==> config.mk <==
export PLATFORM = sky130hd
export DESIGN_NAME = jfns_queue
export DESIGN_NICKNAME = d
export VERILOG_FILES = /design/src/design/jfns_pkg.sv /design/src/design/jfns_queue.sv
export SDC_FILE = /design/constraint.sdc
export NUM_CORES = 1
export LEC_CHECK = 0
export BUFFER_PORTS_ARGS = -buffer_cell sky130_fd_sc_hd__buf_2
export CORE_ASPECT_RATIO = 1.2
export CORE_MARGIN = 4
export CORE_UTILIZATION = 51
export DETAILED_ROUTE_END_ITERATION = 12
export PLACE_DENSITY = 0.75
export SYNTH_ARGS = -nofsm -noshare
export SYNTH_HDL_FRONTEND = slang
export SYNTH_SLANG_ARGS = --single-unit
==> constraint.sdc <==
create_clock -name clk_i -period 4.9 [get_ports clk_i]
set_clock_uncertainty 0.2 [all_clocks]
set_input_delay 1.47 -clock clk_i [delete_from_list [all_inputs] [get_ports clk_i]]
set_output_delay 1.47 -clock clk_i [all_outputs]
set_load 0.05 [all_outputs]
==> src/design/jfns_pkg.sv <==
// Shared constants and types of the four-neighbor stencil unit.
`timescale 1ns / 1ps
`default_nettype none

package jfns_pkg;

  localparam int GRID_W_BITS = 11;
  localparam int GRID_H_BITS = 16;
  localparam int CFG_DATA_W  = 16;
  localparam int CFG_IDX_W   = 1;

  localparam logic [CFG_IDX_W-1:0] REG_GRID_WIDTH  = 1'b0;
  localparam logic [CFG_IDX_W-1:0] REG_GRID_HEIGHT = 1'b1;

  localparam logic [GRID_W_BITS-1:0] GRID_WIDTH_RESET  = 11'd1024;
  localparam logic [GRID_H_BITS-1:0] GRID_HEIGHT_RESET = 16'd1024;

  localparam int SAMPLE_W  = 32;
  localparam int AVG_W     = 32;
  localparam int OUT_ROW_W = 16;
  localparam int OUT_COL_W = 10;

  localparam int QUEUE_DEPTH = 4;
  localparam int QCNT_W      = 3;
  localparam int QPTR_W      = 2;

  typedef struct packed {
    logic [OUT_ROW_W-1:0] row;
    logic [OUT_COL_W-1:0] col;
    logic                 last;
  } jfns_meta_t;

  localparam int META_W = $bits(jfns_meta_t);

  typedef struct packed {
    logic [QCNT_W-1:0] count;
    logic              empty;
  } jfns_qstat_t;

endpackage

`default_nettype wire

==> src/design/jfns_queue.sv <==
// Short FIFO of gathered operand sets between the front and back parts.
`timescale 1ns / 1ps
`default_nettype none

module jfns_queue import jfns_pkg::*; #(
  parameter int WIDTH = 155
) (
  input  wire logic             clk_i,
  input  wire logic             rst_ni,
  input  wire logic             push_i,
  input  wire logic [WIDTH-1:0] data_i,
  input  wire logic             pop_i,
  output logic      [WIDTH-1:0] data_o,
  output jfns_qstat_t           qstat_o
);

  logic [WIDTH-1:0]  slots_q [QUEUE_DEPTH];
  logic [QPTR_W-1:0] wptr_q;
  logic [QPTR_W-1:0] rptr_q;
  logic [QCNT_W-1:0] count_q;

  always_ff @(posedge clk_i) begin
    if (push_i) begin
      slots_q[wptr_q] <= data_i;
    end
  end

  always_ff @(posedge clk_i or negedge rst_ni) begin
    if (!rst_ni) begin
      wptr_q  <= '0;
      rptr_q  <= '0;
      count_q <= '0;
    end else begin
      if (push_i) begin
        wptr_q <= (wptr_q == QPTR_W'(QUEUE_DEPTH - 1)) ? '0 : (wptr_q + QPTR_W'(1));
      end
      if (pop_i) begin
        rptr_q <= (rptr_q == QPTR_W'(QUEUE_DEPTH - 1)) ? '0 : (rptr_q + QPTR_W'(1));
      end
      if (push_i && !pop_i) begin
        count_q <= count_q + QCNT_W'(1);
      end else if (pop_i && !push_i) begin
        count_q <= count_q - QCNT_W'(1);
      end
    end
  end

  assign data_o        = slots_q[rptr_q];
  assign qstat_o.count = count_q;
  assign qstat_o.empty = (count_q == '0);

  a_no_overflow: assert property (
    @(posedge clk_i) disable iff (!rst_ni)
    push_i |-> (count_q != QCNT_W'(QUEUE_DEPTH))
  ) else $error("operand queue written while full");

  a_no_underflow: assert property (
    @(posedge clk_i) disable iff (!rst_ni)
    pop_i |-> (count_q != '0)
  ) else $error("operand queue read while empty");

endmodule

`default_nettype wire

# Yosys cells after proc, flatten, opt, wreduce, memory -nomap -nowiden
# Memories as Yosys holds them, arrays and structs flattened.
# Cells that the tools add are included.
# word_totals
regBits	7
ram_bits	620
inputBits	159
output_inout_bits	159
wordCells	22
memories	1
# mem_list
name	words	word_bits	rd	rd_ports_with_merged_regs	write_ports	line_no	source
slots_q	4	155	1	0	1	jfns_queue.sv:17	logic [WIDTH-1:0] slots_q [QUEUE_DEPTH];
# classes
n_addsub	4
eq_ne	2
mux	6
reduce_logical	6
# ops
operator	n
2-to-1 mux 3 bit	2
adder 2 x 1 -> 2 bit, second input constant	2
== test 2 bit, second input constant	2
2-to-1 mux 2 bit	2
adder 3 x 1 -> 3 bit, second input constant	1
logical NOT 3 bit	1
subtractor 3 x 1 -> 3 bit, second input constant	1
logical AND 1 bit	2
logical NOT 1 bit	2
2-to-1 mux 1 bit	2
nonzero test 2 bit	1

# Logic depth before layout (Yosys ltp)
# depth
depth_word	4
mapped_depth	7
ltp_nobuf	7

# Worst setup path before layout
# Ideal clock, no wire load.
# synth_timing
path_type	input to register
start	input port push_i
end	memory slots_q[0][0] (enable)
setup_time_ps	533
arrival_time_ps	5005
required_time_ps	4167
slack_ps	-837
stages	1
path_buffers	0
cell_sequence	and2_1
# synth_via
elab_chain_cells	2
# synth_lines
element	line_no	source
from (decl)	jfns_queue.sv:10	input wire logic push_i,
2-to-1 mux 1 bit	jfns_queue.sv:23	if (push_i) begin
2-to-1 mux 1 bit (not written as such)	jfns_queue.sv:24	slots_q[wptr_q] <= data_i;
to (decl)	jfns_queue.sv:17	
# Every way passes these cells.

# Worst setup path in the final report
# layout_timing
start	register rptr_q[0]
end	output port data_o[8]
# layout_via
elab_chain_cells	1
# layout_lines
element	line_no	source
from (decl)	jfns_queue.sv:19	logic [QPTR_W-1:0] rptr_q;
from (signal assigned)	jfns_queue.sv:38	rptr_q <= (rptr_q == QPTR_W'(QUEUE_DEPTH - 1)) ? '0 : (rptr_q + QPTR_W'(1));
memory read (4 x 155 bit)	-	
to (decl)	jfns_queue.sv:13	output logic [WIDTH-1:0] data_o,
# Every way passes these cells.

==> results.md <==
- Unrepaired setup endpoints after global routing: false
- Core ar.: 44100 um^2
- DR pass1 iterations: 5
- Clk slew on worst S/H paths: 60 ps
- Clk_lat worst skew: 590 ps
- Rows: 84
- Least-Margin Pin Slew: 813 ps
- Commonest non-fill, non-tap cell in the layout: edfxtp_1
- Required @ worst endpoint: 3230 ps
- Slew margin rel.: 45.8%
- Max-Cap Viols: 0
- Vias: 10000
- Starting Density: 51.8%
- Final number of max-transition violations: 0
- Post-layout util: 61.5%
- Hold Crit Class: reg -> reg
- Reg2Reg Setup Slack: 2700 ps
- Fmax: 0.234 GHz
- Setup crit end kind: primary output
- Setup Fix Bufs, Post-CTS: 0
- Period Utilization, post-route: 87.3%
- Fin nets: 1375
- WL per Instance: 23.7 um
- Post_cts resized: 0
- Global-route usage over all layers: 17.8%
- IO buf count: 317
- First-pass GRT wire length: 65.5 mm
- Ys Warns: 0
- Sw power: 7.05 mW
- Crit path kind: reg -> out
- Fill cell count: 3031
- Power density over the cells: 692 nW/um^2
- Worst Path Arrival: 2610 ps
- CTS H-Tree Depth: 2
- Syn_nets: 1012
- Setup TNS: 0 ps
- Initial antenna violation count: 13
- Final setup viols: 0
- Final instance area: 27200 um^2
- Clock power share: 24.7%
- Combinational share of power: 37.2%
- Startpoint Class: flop
- Die X: 201 um
- Synth cell types: 20
- Internal Power: 11.8 mW
- RePlAce Congestion: 0.741
- Sw frac: 37.5%
- Total grt overflow: 0
- Post-DP HPWL: 26.1 mm
- Post-placement cell area: 25100 um^2
- Detailed-route DRC error count: 0
- CTS sink count: 627
- Area growth syn-to-layout: 18.7%
- CTS Buf Count: 58
- Status: finished clean
- Reg power frac: 38.0%
- Via-to-Cell Ratio: 5.52
- Mapped Cells: 846
- Total wire length: 43.2 mm
- Drt initial violations: 505
- CTS max path bufs: 3
- Die area: 48300 um^2
- Share of cells above drive strength 1: 46.8%
- Hold Fails Final Rpt: 0
- Worst vdd ir: 528 uV
- Post-layout min period: 4280 ps
- Most frequent cells in the layout: edfxtp_1 (620), buf_2 (317), mux4_2 (155)
- Largest net degree at the start of global routing: 112
- Seq cells post-synth: 627
- Leakage: 9.25 nW
- TritonCTS clock tree: yes
- Num ports: 318
- CTS root buf: clkbuf_16
- Routed Antenna Nets: 0
- Synthesized area: 22900 um^2
- Synthesized area per cell: 27.1 um^2
- Height of the die: 240 um
- Vias in the first global route: 10600
- Hold buffers post-CTS: 0
- Critical path fanouts, max: 24
- Sequential fraction of the synthesis area: 82.1%
[synth_stat cells (all sizes together)]
master	count	area, um^2
and2	4	25.0
buf	34	368
clkbuf	1	3.75
dfrtp	7	175
edfxtp	620	18600
fa	1	20.0
ha	6	75.1
inv	4	15.0
mux2	3	33.8
mux4	155	3490
nand2	2	7.51
nor2	3	11.3
nor3	1	5.00
o21ai	2	10.0
xnor2	1	8.76
xor2	2	17.5
[worst max-delay path: stages (launching register included)]
cell and delay (ps):
dfrtp_4 780, buf_4 410, mux4_2 570, buf_2 230
[registers in the layout (all words and copies together), names as in the netlist]
name / cells
slots_q: 620
count_q: 3
rptr_q: 2
wptr_q: 2
[kinds of logic (layout without fill, tap and decap cells)]
family / after synthesis / after routing / share of synthesized area (%)
and+or+nand+nor: 10 / 10 / 0.213
muxes: 158 / 158 / 15.4
other: 0 / 4 / 0
xor gates and xnor gates: 3 / 3 / 0.115
DFF: 627 / 627 / 82.1
AOI/OAI and AO/OA: 2 / 2 / 0.0437
buffers and inverters: 39 / 452 / 1.69
adders and majority gates: 7 / 7 / 0.416
[worst paths after layout]
path,endpoint,cells after the start,from
worst max-delay path,data_o[8],3,rptr_q[0]$_DFFE_PN0P_
worst min-delay path,count_q[2]$_DFFE_PN0P_,1,count_q[2]$_DFFE_PN0P_
worst max register to register,slots_q[1][65]$_DFFE_PP_,4,wptr_q[1]$_DFFE_PN0P_
worst min register to register,count_q[2]$_DFFE_PN0P_,1,count_q[2]$_DFFE_PN0P_
max in group asynchronous,rptr_q[0]$_DFFE_PN0P_,1,rst_ni
min in group asynchronous,count_q[2]$_DFFE_PN0P_,1,rst_ni
[routing by layer]
metal,wire (um),global-route usage [%]
met4,746,4.46
met5,91,0
met2,21900,28.8
met1,16900,23.8
met3,3570,6.16
[stage by stage]
| step | cells | hold slack, ps | power [mW] | setup slack, ps |
|---|---|---|---|---|
| after floorplan | 846 | 357 | 12.9 | 868 |
| after global placement | 1708 | 306 | 14.3 | 1190 |
| after detailed placement | 1708 | 308 | 14.4 | 1150 |
| after CTS | 1818 | 328 | 19.1 | 486 |
| after global routing | 1820 | 355 | 19.6 | 432 |
| final | 1822 | 338 | 18.8 | 623 |
[layout make-up]
| cell class | instances | area, um^2 | area share [%] |
|---|---|---|---|
| clock inverter | 38 | 444 | 1.64 |
| multi-input combinational | 180 | 3710 | 13.7 |
| antenna | 4 | 10.0 | 0.0369 |
| timing repair buffer | 338 | 1910 | 7.02 |
| inverter | 4 | 15.0 | 0.0553 |
| clock buffer | 72 | 1570 | 5.77 |
| sequential | 627 | 18800 | 69.2 |
| tap | 559 | 699 | 2.58 |
[power by group through the flow]
| stage | logic [mW] | clock network [mW] | registers [mW] |
|---|---|---|---|
| floorplan | 5.69 | 0 | 7.20 |
| global placement | 7.11 | 0 | 7.22 |
| detailed placement | 7.12 | 0 | 7.28 |
| CTS | 7.15 | 4.76 | 7.17 |
| global route | 7.34 | 5.02 | 7.22 |
| finish | 7.00 | 4.65 | 7.15 |
Note: power is estimated with default switching activity, not from simulation.
