[config.mk]
export PLATFORM = sky130hd
export DESIGN_NAME = jfns_back
export DESIGN_NICKNAME = d
export VERILOG_FILES = /design/src/design/jfns_pkg.sv /design/src/design/jfns_back.sv
export SDC_FILE = /design/constraint.sdc
export NUM_CORES = 1
export LEC_CHECK = 0
export CORE_MARGIN = 4
export CORE_UTILIZATION = 60
export CTS_BUF_LIST = sky130_fd_sc_hd__clkbuf_4 sky130_fd_sc_hd__clkbuf_8
export DETAILED_ROUTE_END_ITERATION = 8
export DONT_BUFFER_PORTS = 1
export GPL_TIMING_DRIVEN = 0
export PLACE_DENSITY = 0.79
export SLEW_MARGIN = 20
export SYNTH_ARGS = -nofsm -noshare
export SYNTH_HDL_FRONTEND = slang
export SYNTH_SLANG_ARGS = --single-unit
[constraint.sdc]
create_clock -name clk_i -period 4.1 [get_ports clk_i]
set_input_delay 0.615 -clock clk_i [delete_from_list [all_inputs] [get_ports clk_i]]
set_output_delay 0.615 -clock clk_i [all_outputs]
set_load 0.02 [all_outputs]
[src/design/jfns_pkg.sv]
// Shared constants and types of the four-neighbor stencil unit.
`timescale 1ns / 1ps
`default_nettype none

package jfns_pkg;

  localparam int GRID_W_BITS = 11;
  localparam int GRID_H_BITS = 16;
  localparam int CFG_DATA_W  = 16;
  localparam int CFG_IDX_W   = 1;

  localparam logic [CFG_IDX_W-1:0] REG_GRID_WIDTH  = 1'b0;
  localparam logic [CFG_IDX_W-1:0] REG_GRID_HEIGHT = 1'b1;

  localparam logic [GRID_W_BITS-1:0] GRID_WIDTH_RESET  = 11'd1024;
  localparam logic [GRID_H_BITS-1:0] GRID_HEIGHT_RESET = 16'd1024;

  localparam int SAMPLE_W  = 32;
  localparam int AVG_W     = 32;
  localparam int OUT_ROW_W = 16;
  localparam int OUT_COL_W = 10;

  localparam int QUEUE_DEPTH = 4;
  localparam int QCNT_W      = 3;
  localparam int QPTR_W      = 2;

  typedef struct packed {
    logic [OUT_ROW_W-1:0] row;
    logic [OUT_COL_W-1:0] col;
    logic                 last;
  } jfns_meta_t;

  localparam int META_W = $bits(jfns_meta_t);

  typedef struct packed {
    logic [QCNT_W-1:0] count;
    logic              empty;
  } jfns_qstat_t;

endpackage

`default_nettype wire

[src/design/jfns_back.sv]
// Back part: four-operand sum, floor divide by four and the result register.
`timescale 1ns / 1ps
`default_nettype none

module jfns_back import jfns_pkg::*; #(
  parameter int SAMPLE_BITS = 32,
  localparam int QDATA_W = 4 * SAMPLE_BITS + META_W
) (
  input  wire logic                  clk_i,
  input  wire logic                  rst_ni,
  input  wire logic [QDATA_W-1:0]    q_data_i,
  input  wire jfns_qstat_t           qstat_i,
  output logic                       q_pop_o,
  input  wire logic                  pop_i,
  output logic                       empty_o,
  output logic signed [AVG_W-1:0]    average_o,
  output logic [OUT_ROW_W-1:0]       out_row_o,
  output logic [OUT_COL_W-1:0]       out_col_o,
  output logic                       frame_last_o
);

  localparam int SUM_W = SAMPLE_BITS + 2;

  logic signed [SAMPLE_BITS-1:0] left;
  logic signed [SAMPLE_BITS-1:0] above;
  logic signed [SAMPLE_BITS-1:0] right;
  logic signed [SAMPLE_BITS-1:0] below;
  jfns_meta_t                    meta;
  logic signed [SUM_W-1:0]       sum;
  logic signed [SUM_W-1:0]       quarter;

  logic                    out_valid_q;
  logic signed [AVG_W-1:0] average_q;
  jfns_meta_t              meta_q;
  logic                    take;

  assign left  = q_data_i[META_W + 4*SAMPLE_BITS - 1 -: SAMPLE_BITS];
  assign above = q_data_i[META_W + 3*SAMPLE_BITS - 1 -: SAMPLE_BITS];
  assign right = q_data_i[META_W + 2*SAMPLE_BITS - 1 -: SAMPLE_BITS];
  assign below = q_data_i[META_W + SAMPLE_BITS - 1 -: SAMPLE_BITS];
  assign meta  = q_data_i[META_W-1:0];

  // Two guard bits keep the sum exact; the arithmetic shift rounds toward minus infinity.
  assign sum     = SUM_W'(left) + SUM_W'(above) + SUM_W'(right) + SUM_W'(below);
  assign quarter = sum >>> 2;

  assign take    = !qstat_i.empty && (!out_valid_q || pop_i);
  assign q_pop_o = take;

  always_ff @(posedge clk_i or negedge rst_ni) begin
    if (!rst_ni) begin
      out_valid_q <= 1'b0;
    end else if (take) begin
      out_valid_q <= 1'b1;
    end else if (pop_i) begin
      out_valid_q <= 1'b0;
    end
  end

  always_ff @(posedge clk_i) begin
    if (take) begin
      average_q <= AVG_W'(quarter);
      meta_q    <= meta;
    end
  end

  assign empty_o      = !out_valid_q;
  assign average_o    = average_q;
  assign out_row_o    = meta_q.row;
  assign out_col_o    = meta_q.col;
  assign frame_last_o = meta_q.last;

  a_fill_output: assert property (
    @(posedge clk_i) disable iff (!rst_ni)
    (!qstat_i.empty && !out_valid_q) |=> out_valid_q
  ) else $error("waiting operands not moved into the empty result register");

endmodule

`default_nettype wire

# --- After elaboration in Yosys (flattened, before gate mapping) ---
# Cells that the tools add are included.
word_totals:
  regBits: 60
  latchBits: 0
  ramBits: 0
  rom_bits: 0
  in_bits: 162
  word_cells: 15
  mem_count: 0
op_classes:
  n_addsub: 3
  n_mul: 0
  div_mod_pow: 0
  n_lt_le_gt_ge: 0
  n_eq_ne: 0
  shift: 0
  muxes: 2
  bitwise: 0
  n_reduce_logical: 5
ops:
  columns: ["cell", "count"]
  rows:
  - ["$add A33 B32 Y34", 1]
  - ["$add A34 B32 Y34", 1]
  - ["$add A32 B32 Y33", 1]
  - ["$logic_not A1 Y1", 2]
  - ["$mux W1", 2]
  - ["$reduce_bool A2 Y1", 1]
  - ["$logic_and A1 B1 Y1", 1]
  - ["$logic_or A1 B1 Y1", 1]

# --- Depth between registers and ports, before layout ---
# Gate-level depths: netlist (run 1).
depth:
  ltp_word: 4
  mapped_depth: 14

# --- Worst setup path after synthesis (run 1) ---
# No wires, ideal clock.
synth_path:
  path_type: "input-to-output"
  startpoint: "in pop_i"
  endpoint: "out q_pop_o"
  t_arrival_ps: 3814
  required_ps: 3485
  setup_slack_ps: -329
  cell_stages: 2
  cell_sequence: "inv_1 -> a21oi_1"
synth_between:
  elab_chain_cells: 2
synth_rtl:
  columns: ["item", "line_no", "text"]
  rows:
  - ["from (decl)", "jfns_back.sv:14", "input wire logic pop_i,"]
  - ["$logic_or A1 B1 Y1", "jfns_back.sv:47", "assign take = !qstat_i.empty && (!out_valid_q || pop_i);"]
  - ["$logic_and A1 B1 Y1", "jfns_back.sv:47", null]
  - ["to (decl)", "jfns_back.sv:13", "output logic q_pop_o,"]
# Every way passes these cells.

# --- Final worst setup path (run 1) ---
layout_path:
  startpoint: "in q_data_i[28]"
  endpoint: "reg average_q[17], in the netlist average_o[17] (data pin)"
layout_between:
  elab_chain_cells: 1
layout_rtl:
  columns: ["item", "line_no", "text"]
  rows:
  - ["from (decl)", "jfns_back.sv:11", "input wire logic [QDATA_W-1:0] q_data_i,"]
  - ["$add A34 B32 Y34", "jfns_back.sv:44", "assign sum = SUM_W'(left) + SUM_W'(above) + SUM_W'(right) + SUM_W'(below);"]
  - ["net sum[19]", "jfns_back.sv:29", "logic signed [SUM_W-1:0] sum;"]
  - ["to (signal assigned)", "jfns_back.sv:62", "average_q <= AVG_W'(quarter);"]
  - ["to (decl)", "jfns_back.sv:33", "logic signed [AVG_W-1:0] average_q;"]
# The timed path passes the listed nets, and every way through them passes these cells.
# A chain may end at the register's enable or synchronous reset.

==> reports/metrics.cfg, run 1 <==
[outcome]
outcome=complete, no violations

[finish]
n_antenna_cell=0
multiInputGateArea_um2=3000
nFillCells=675
nets=814
syn_to_final_growth_pct=7.50
seq_area_um2=1800
drive_above_1_share=0.0677

[grt]
grt_use_met2=0.386
grtUsageMet1=0.239
grt_most_used_layer=met2
grt_max_degree=27
grt_usage=0.210
first_global_vias=3760
antenna_found_initial=0
met3_usage=0.0479
grt_pass1_wl_um=18000
overflow=0

[worst_setup_path]
crit_top_cell=fa_1
cp.arrival_ps=4000
setup.worst_path.start_class=primary input
cpPeakStageDelay_ps=530
critPathCaptureType=flip-flop
path_max_fanout=4
critPathRequiredTime_ps=4160
cp_cell_sequence=inv_1 > fa_1 > inv_1 > fa_1 > nand2_1 > nor2_1 > fa_1 > a211oi_1 > o31ai_4 > a31oi_2 > o31ai_4 > a31oi_1 > o21ai_1 > xor2_1
crit_path_top_delay_cell=fa_1
critical_path_class=in -> reg

[route]
drtIter0Drc=203
antenna_left=0
drc_errors=0
routed_wirelength_um=11100
routedWlPerCell_um=16.6
via_count=3636
drt_first_pass_iters=5
drt-vias-per-instance=5.43

[pwr]
p_leak_nw=2.84
power.total_mw=3.16
power_density_nw_per_um2=536
vdd_drop_max_mv=0.187

[die]
row_count=34
dieArea_um2=10700
dieHeight_um=104
dieWidth_um=104
core_um2=8810
initial_core_util=0.623
io_pins=223

[clock_tree]
cts.sinks=60
clk_path_buf_depth=2
clk_latency_ps=330
cts_buffers=9
root_buffer=clkbuf_8
cts_tree=built
cts_resized=0
cts-htree-levels=3
clk_pin_slew_worst_paths_ps=70

[sta]
slew_viol_final=0
max_slew_margin=0.512
finalSetupTns_ps=0
fin_hold_ws_ps=373
hold_viol=0
rsz0062_at_grt=no
fmax_mhz=254
fin_crit_ps=3940
min_period_over_period=0.960
worst_pin_slew_ps=730
clock_skew_ps=9.00
finalSetupViolCount=0

[placement]
gp_congestion=0.891
dp_hpwl_um=9610
port_buffers=0

[yosys]
ys_seq_elements=60
avgSynthCellArea_um2=10.1
synth_nets=800
synth_edf_count=59
synth-main-ff-cell=edfxtp_1
syn_inst=542
ys_seq_area_frac=0.327
syn-cell-area_um2=5490
synth_cell_types=46
synth_async_sr_flop_share=0.0167
ys_warn_count=0

[job]
maxCapViolations=0

[worst_hold_path]
hold_class=in -> reg

## cells in the mapped netlist (all sizes together) (3+ instances only)
master	number	area (µm²)
a221oi	3	26.3
clkbuf	4	15.0
fa	65	1300
nor2	17	63.8
nand4	4	25.0
o211ai	3	22.5
edfxtp	59	1770
o21bai	6	48.8
a21o	7	52.6
o21ai	22	114
and3	3	18.8
xor2	17	149
a21oi	36	199
a31oi	3	25.0
nand3	8	40.0
o31ai	7	90.1
ha	31	388
inv	183	687
xnor2	15	131
nand2	25	93.8
## worst max-delay path: cells and delay by family
kind	cells	cell delay, ps
AO/OA/AOI/OAI	6	1560
adder cells (fa/ha/maj)	3	1410
XOR/XNOR	1	170
AND/OR/NAND/NOR	2	140
buffers and inverters	2	90
## layer usage
metal	share of wire	wire length, µm
met5	0	0
met4	0.015	170
met3	0.070	780
met2	0.53	5930
met1	0.38	4230
## cells in the final DEF (no fill, tap or decap), types with 4 or more instances in the layout
cell type	n
o21bai_1	5
a21oi_1	30
a21oi_2	5
o21ai_0	18
xor2_1	17
clkbuf_1	4
nand2_1	25
clkbuf_8	9
fa_1	65
xnor2_1	15
edfxtp_1	59
nor2_1	17
ha_1	31
nand4_1	4
inv_1	183
a21o_1	7
nand3_1	8
## where the power goes
group	switching, mW	internal, mW
registers	0.227	0.910
logic	0.888	0.617
clock network	0.236	0.283
## flip-flops by register name, indices dropped and copies added (netlist names)
| name | flops |
|---|---|
| frame_last_o | 1 |
| average_o | 32 |
| out_row_o | 16 |
| out_valid_q | 1 |
| out_col_o | 10 |
## cell type report
cell class                 instances  share of cell area
multi-input combinational        295               0.509
sequential                        60               0.304
inverter                         183               0.116
tap                              108              0.0229
clock buffer                       9              0.0210
clock inverter                     7              0.0129
timing repair buffer               3              0.0110
buffer                             4             0.00254
## what timing repair did
action                    4_1_cts  5_1_grt
hold endpoints to repair        1        0
hold buffers                    1        0
buffers inserted                0        0
## final timing paths
check                      slack, ps                 endpoint                     from  depth (start not counted)
min in group asynchronous        490  out_valid_q$_DFFE_PN0P_                   rst_ni                          1
max reg2reg                     2520   average_o[5]$_DFFE_PP_  out_valid_q$_DFFE_PN0P_                          2
max                              160  average_o[17]$_DFFE_PP_             q_data_i[28]                         14
max in group asynchronous       3500  out_valid_q$_DFFE_PN0P_                   rst_ni                          1
min reg2reg                      750  out_valid_q$_DFFE_PN0P_  out_valid_q$_DFFE_PN0P_                          2
min                              370  out_valid_q$_DFFE_PN0P_               qstat_i[0]                          1
## cells by family (layout without fill, tap and decap cells)
family	Yosys count	after routing	share of synthesized area
AOI/OAI and AO/OA	97	97	0.123
DFF	60	60	0.327
buffers and inverters	187	206	0.128
xor gates and xnor gates	32	32	0.0510
adders and majority gates	96	96	0.308
and+or+nand+nor	70	70	0.0629
## per-stage QoR
step                area (µm²)  setup slack (ps)  std cells  utilization
floorplan                 5490               203        542            -
global placement          5630              -126        650        0.639
detailed placement        5690              -116        652        0.646
CTS                       5900               225        669        0.670
global route              5900              14.2        669        0.670
finish                    5900               164        669        0.670
Note: power is estimated with default switching activity, not from simulation.
==> run 2: changes to the inputs <==
--- a/config.mk
+++ b/config.mk
@@ -5,13 +5,13 @@
 export SDC_FILE = /design/constraint.sdc
 export NUM_CORES = 1
 export LEC_CHECK = 0
-export CORE_MARGIN = 4
-export CORE_UTILIZATION = 60
+export CORE_MARGIN = 5
+export CORE_UTILIZATION = 25
 export CTS_BUF_LIST = sky130_fd_sc_hd__clkbuf_4 sky130_fd_sc_hd__clkbuf_8
 export DETAILED_ROUTE_END_ITERATION = 8
 export DONT_BUFFER_PORTS = 1
 export GPL_TIMING_DRIVEN = 0
-export PLACE_DENSITY = 0.79
+export PLACE_DENSITY = 0.38
 export SLEW_MARGIN = 20
 export SYNTH_ARGS = -nofsm -noshare
 export SYNTH_HDL_FRONTEND = slang
==> constraint.sdc (replaced) <==
create_clock -name clk_i -period 3.7 [get_ports clk_i]
set_input_delay 0.555 -clock clk_i [delete_from_list [all_inputs] [get_ports clk_i]]
set_output_delay 0.555 -clock clk_i [all_outputs]
set_load 0.02 [all_outputs]
==> reports/metrics.cfg, run 2 (synthesis gave the netlist of run 1 again) <==
[worst_setup_path]
setup.worst_path.start_class=primary input
critPathRequiredTime_ps=3760  ; -400 ps
cpPeakStageDelay_ps=530  ; about the same
cp_cell_sequence=inv_1 > fa_1 > inv_1 > fa_2 > nand2_1 > nor2_1 > fa_2 > a211oi_2 > o31ai_4 > a31oi_4 > o31ai_4 > buf_4 > buf_4 > a31oi_4 > o21bai_1 > xor2_1
cp.arrival_ps=3680  ; -320 ps
path_max_fanout=4  ; unchanged
reg2reg_slack_ps=2320  ; -200 ps
critPathCaptureType=flip-flop
critical_path_class=in -> reg
crit_path_top_delay_cell=fa_1

[placement]
port_buffers=0  ; unchanged
gp_congestion=0.797  ; -11%
dp_hpwl_um=11100  ; +16%
pre_cts_ws_ps=-354  ; -239 ps

[clock_tree]
clk_latency_ps=320  ; about the same
cts.sinks=60  ; unchanged
cts_buffers=9  ; unchanged
clk_pin_slew_worst_paths_ps=60  ; about the same
root_buffer=clkbuf_8
clk_path_buf_depth=2  ; unchanged
cts-htree-levels=3  ; unchanged
cts_tree=built

[sta]
fmax_mhz=276
hold_viol=0  ; unchanged
min_period_over_period=0.979
worst_pin_slew_ps=422  ; -308 ps
finalSetupViolCount=0  ; unchanged
finalSetupTns_ps=0  ; unchanged
fin_crit_ps=3620
rsz0062_at_grt=yes
clock_skew_ps=5.80  ; -3.20 ps
slew_viol_final=0  ; unchanged
max_slew_margin=0.719  ; +0.206
layout_setup_ws_ps=79.3  ; -84.3 ps

[pwr]
vdd_drop_max_mv=0.119  ; -36%
p_leak_nw=2.87  ; +1.2%
power_density_nw_per_um2=577  ; +7.6%
power.total_mw=3.61  ; +14%

[die]
initial_core_util=0.252  ; -0.371
io_pins=223  ; unchanged
core_um2=21800  ; +150%
dieWidth_um=158  ; +53%
dieArea_um2=25000  ; +130%
dieHeight_um=158  ; +53%
row_count=54  ; +59%

[finish]
final_cell_mix=182 x inv_1, 63 x fa_1, 59 x edfxtp_1
seq_area_um2=1800  ; unchanged
syn_to_final_growth_pct=13.9
final_common_cell=inv_1
nets=820  ; +0.74%
drive_above_1_share=0.0972  ; +0.0294
nFillCells=2317  ; +240%
final_core_util=0.288  ; -0.383
n_antenna_cell=0  ; unchanged
multiInputGateArea_um2=3120  ; +3.9%
largest_reg_flops=32  ; unchanged

[grt]
grt_pass1_wl_um=19500  ; +8.1%
grt_max_degree=23  ; -15%
grt_usage=0.0972  ; -0.112
first_global_vias=3768  ; +0.21%
antenna_found_initial=0  ; unchanged
overflow=0  ; unchanged

[outcome]
outcome=complete, no violations

[route]
via_count=3597  ; -1.1%
antenna_left=0  ; unchanged
drc_errors=0  ; unchanged
drtIter0Drc=135  ; -33%
routedWlPerCell_um=15.0  ; -9.4%
drt_first_pass_iters=4  ; -1
routed_wirelength_um=12700  ; +15%
drt-vias-per-instance=4.25  ; -22%

[worst_hold_path]
hold_class=in -> reg

[job]
maxCapViolations=0  ; unchanged

[run 2: stage by stage]
| step | std cells | hold slack, ps | cell area (µm²) |
|---|---|---|---|
| 6_report | 846 | 318 | 6260 |
| 5_1_grt | 846 | 290 | 6260 |
| 4_1_cts | 841 | 290 | 6160 |
| 3_5_place_dp | 825 | 259 | 6000 |
| 3_3_place_gp | 822 | 259 | 5910 |
| 2_1_floorplan | 542 | 259 | 5560 |
[run 2: final timing paths]
path                                         start                      end  cells after the start
min in group asynchronous                   rst_ni  out_valid_q$_DFFE_PN0P_                      1
hold / removal                          qstat_i[0]  out_valid_q$_DFFE_PN0P_                      1
setup reg to reg           out_valid_q$_DFFE_PN0P_  average_o[14]$_DFFE_PP_                      3
hold reg to reg            out_valid_q$_DFFE_PN0P_   out_col_o[1]$_DFFE_PP_                      1
setup / recovery                      q_data_i[28]  average_o[19]$_DFFE_PP_                     16
max in group asynchronous                   rst_ni  out_valid_q$_DFFE_PN0P_                      1
[run 2: where the power goes]
group | switching (mW) | leakage, nW | internal (mW)
clock network | 0.232 | 0.0849 | 0.247
logic | 1.07 | 2.22 | 0.772
registers | 0.272 | 0.572 | 1.01
total | 1.58 | 2.87 | 2.03
[run 2: layer usage]
| layer | global-route usage | wire length [µm] |
|---|---|---|
| met2 | 0.162 | 6270 |
| met3 | 0.0243 | 797 |
| met5 | 0 | 0 |
| met1 | 0.128 | 5560 |
| met4 | 0.0219 | 99 |
[run 2: critical path: cells and delay by family]
kind / cells / cell delay [ps]
fa+ha+maj: 3 / 1360
buf+inv: 4 / 410
xor+xnor: 1 / 150
simple gates: 2 / 130
compound gates: 6 / 1070
[run 2: cell type report]
class / instances / area share
Multi-Input combinational cell: 295 / 0.499
Sequential cell: 60 / 0.287
Inverter: 183 / 0.110
Tap cell: 280 / 0.0560
Clock buffer: 11 / 0.0222
Timing Repair Buffer: 9 / 0.0208
Clock inverter: 4 / 0.00280
Buffer: 4 / 0.00240
[run 2: repair_timing]
action	CTS	global route
hold endpoints to repair	1	0
pin swaps	1	4
gates cloned	0	0
resized for setup	0	9
hold buffers	1	0
setup endpoints to repair	1	8
setup buffers	0	5
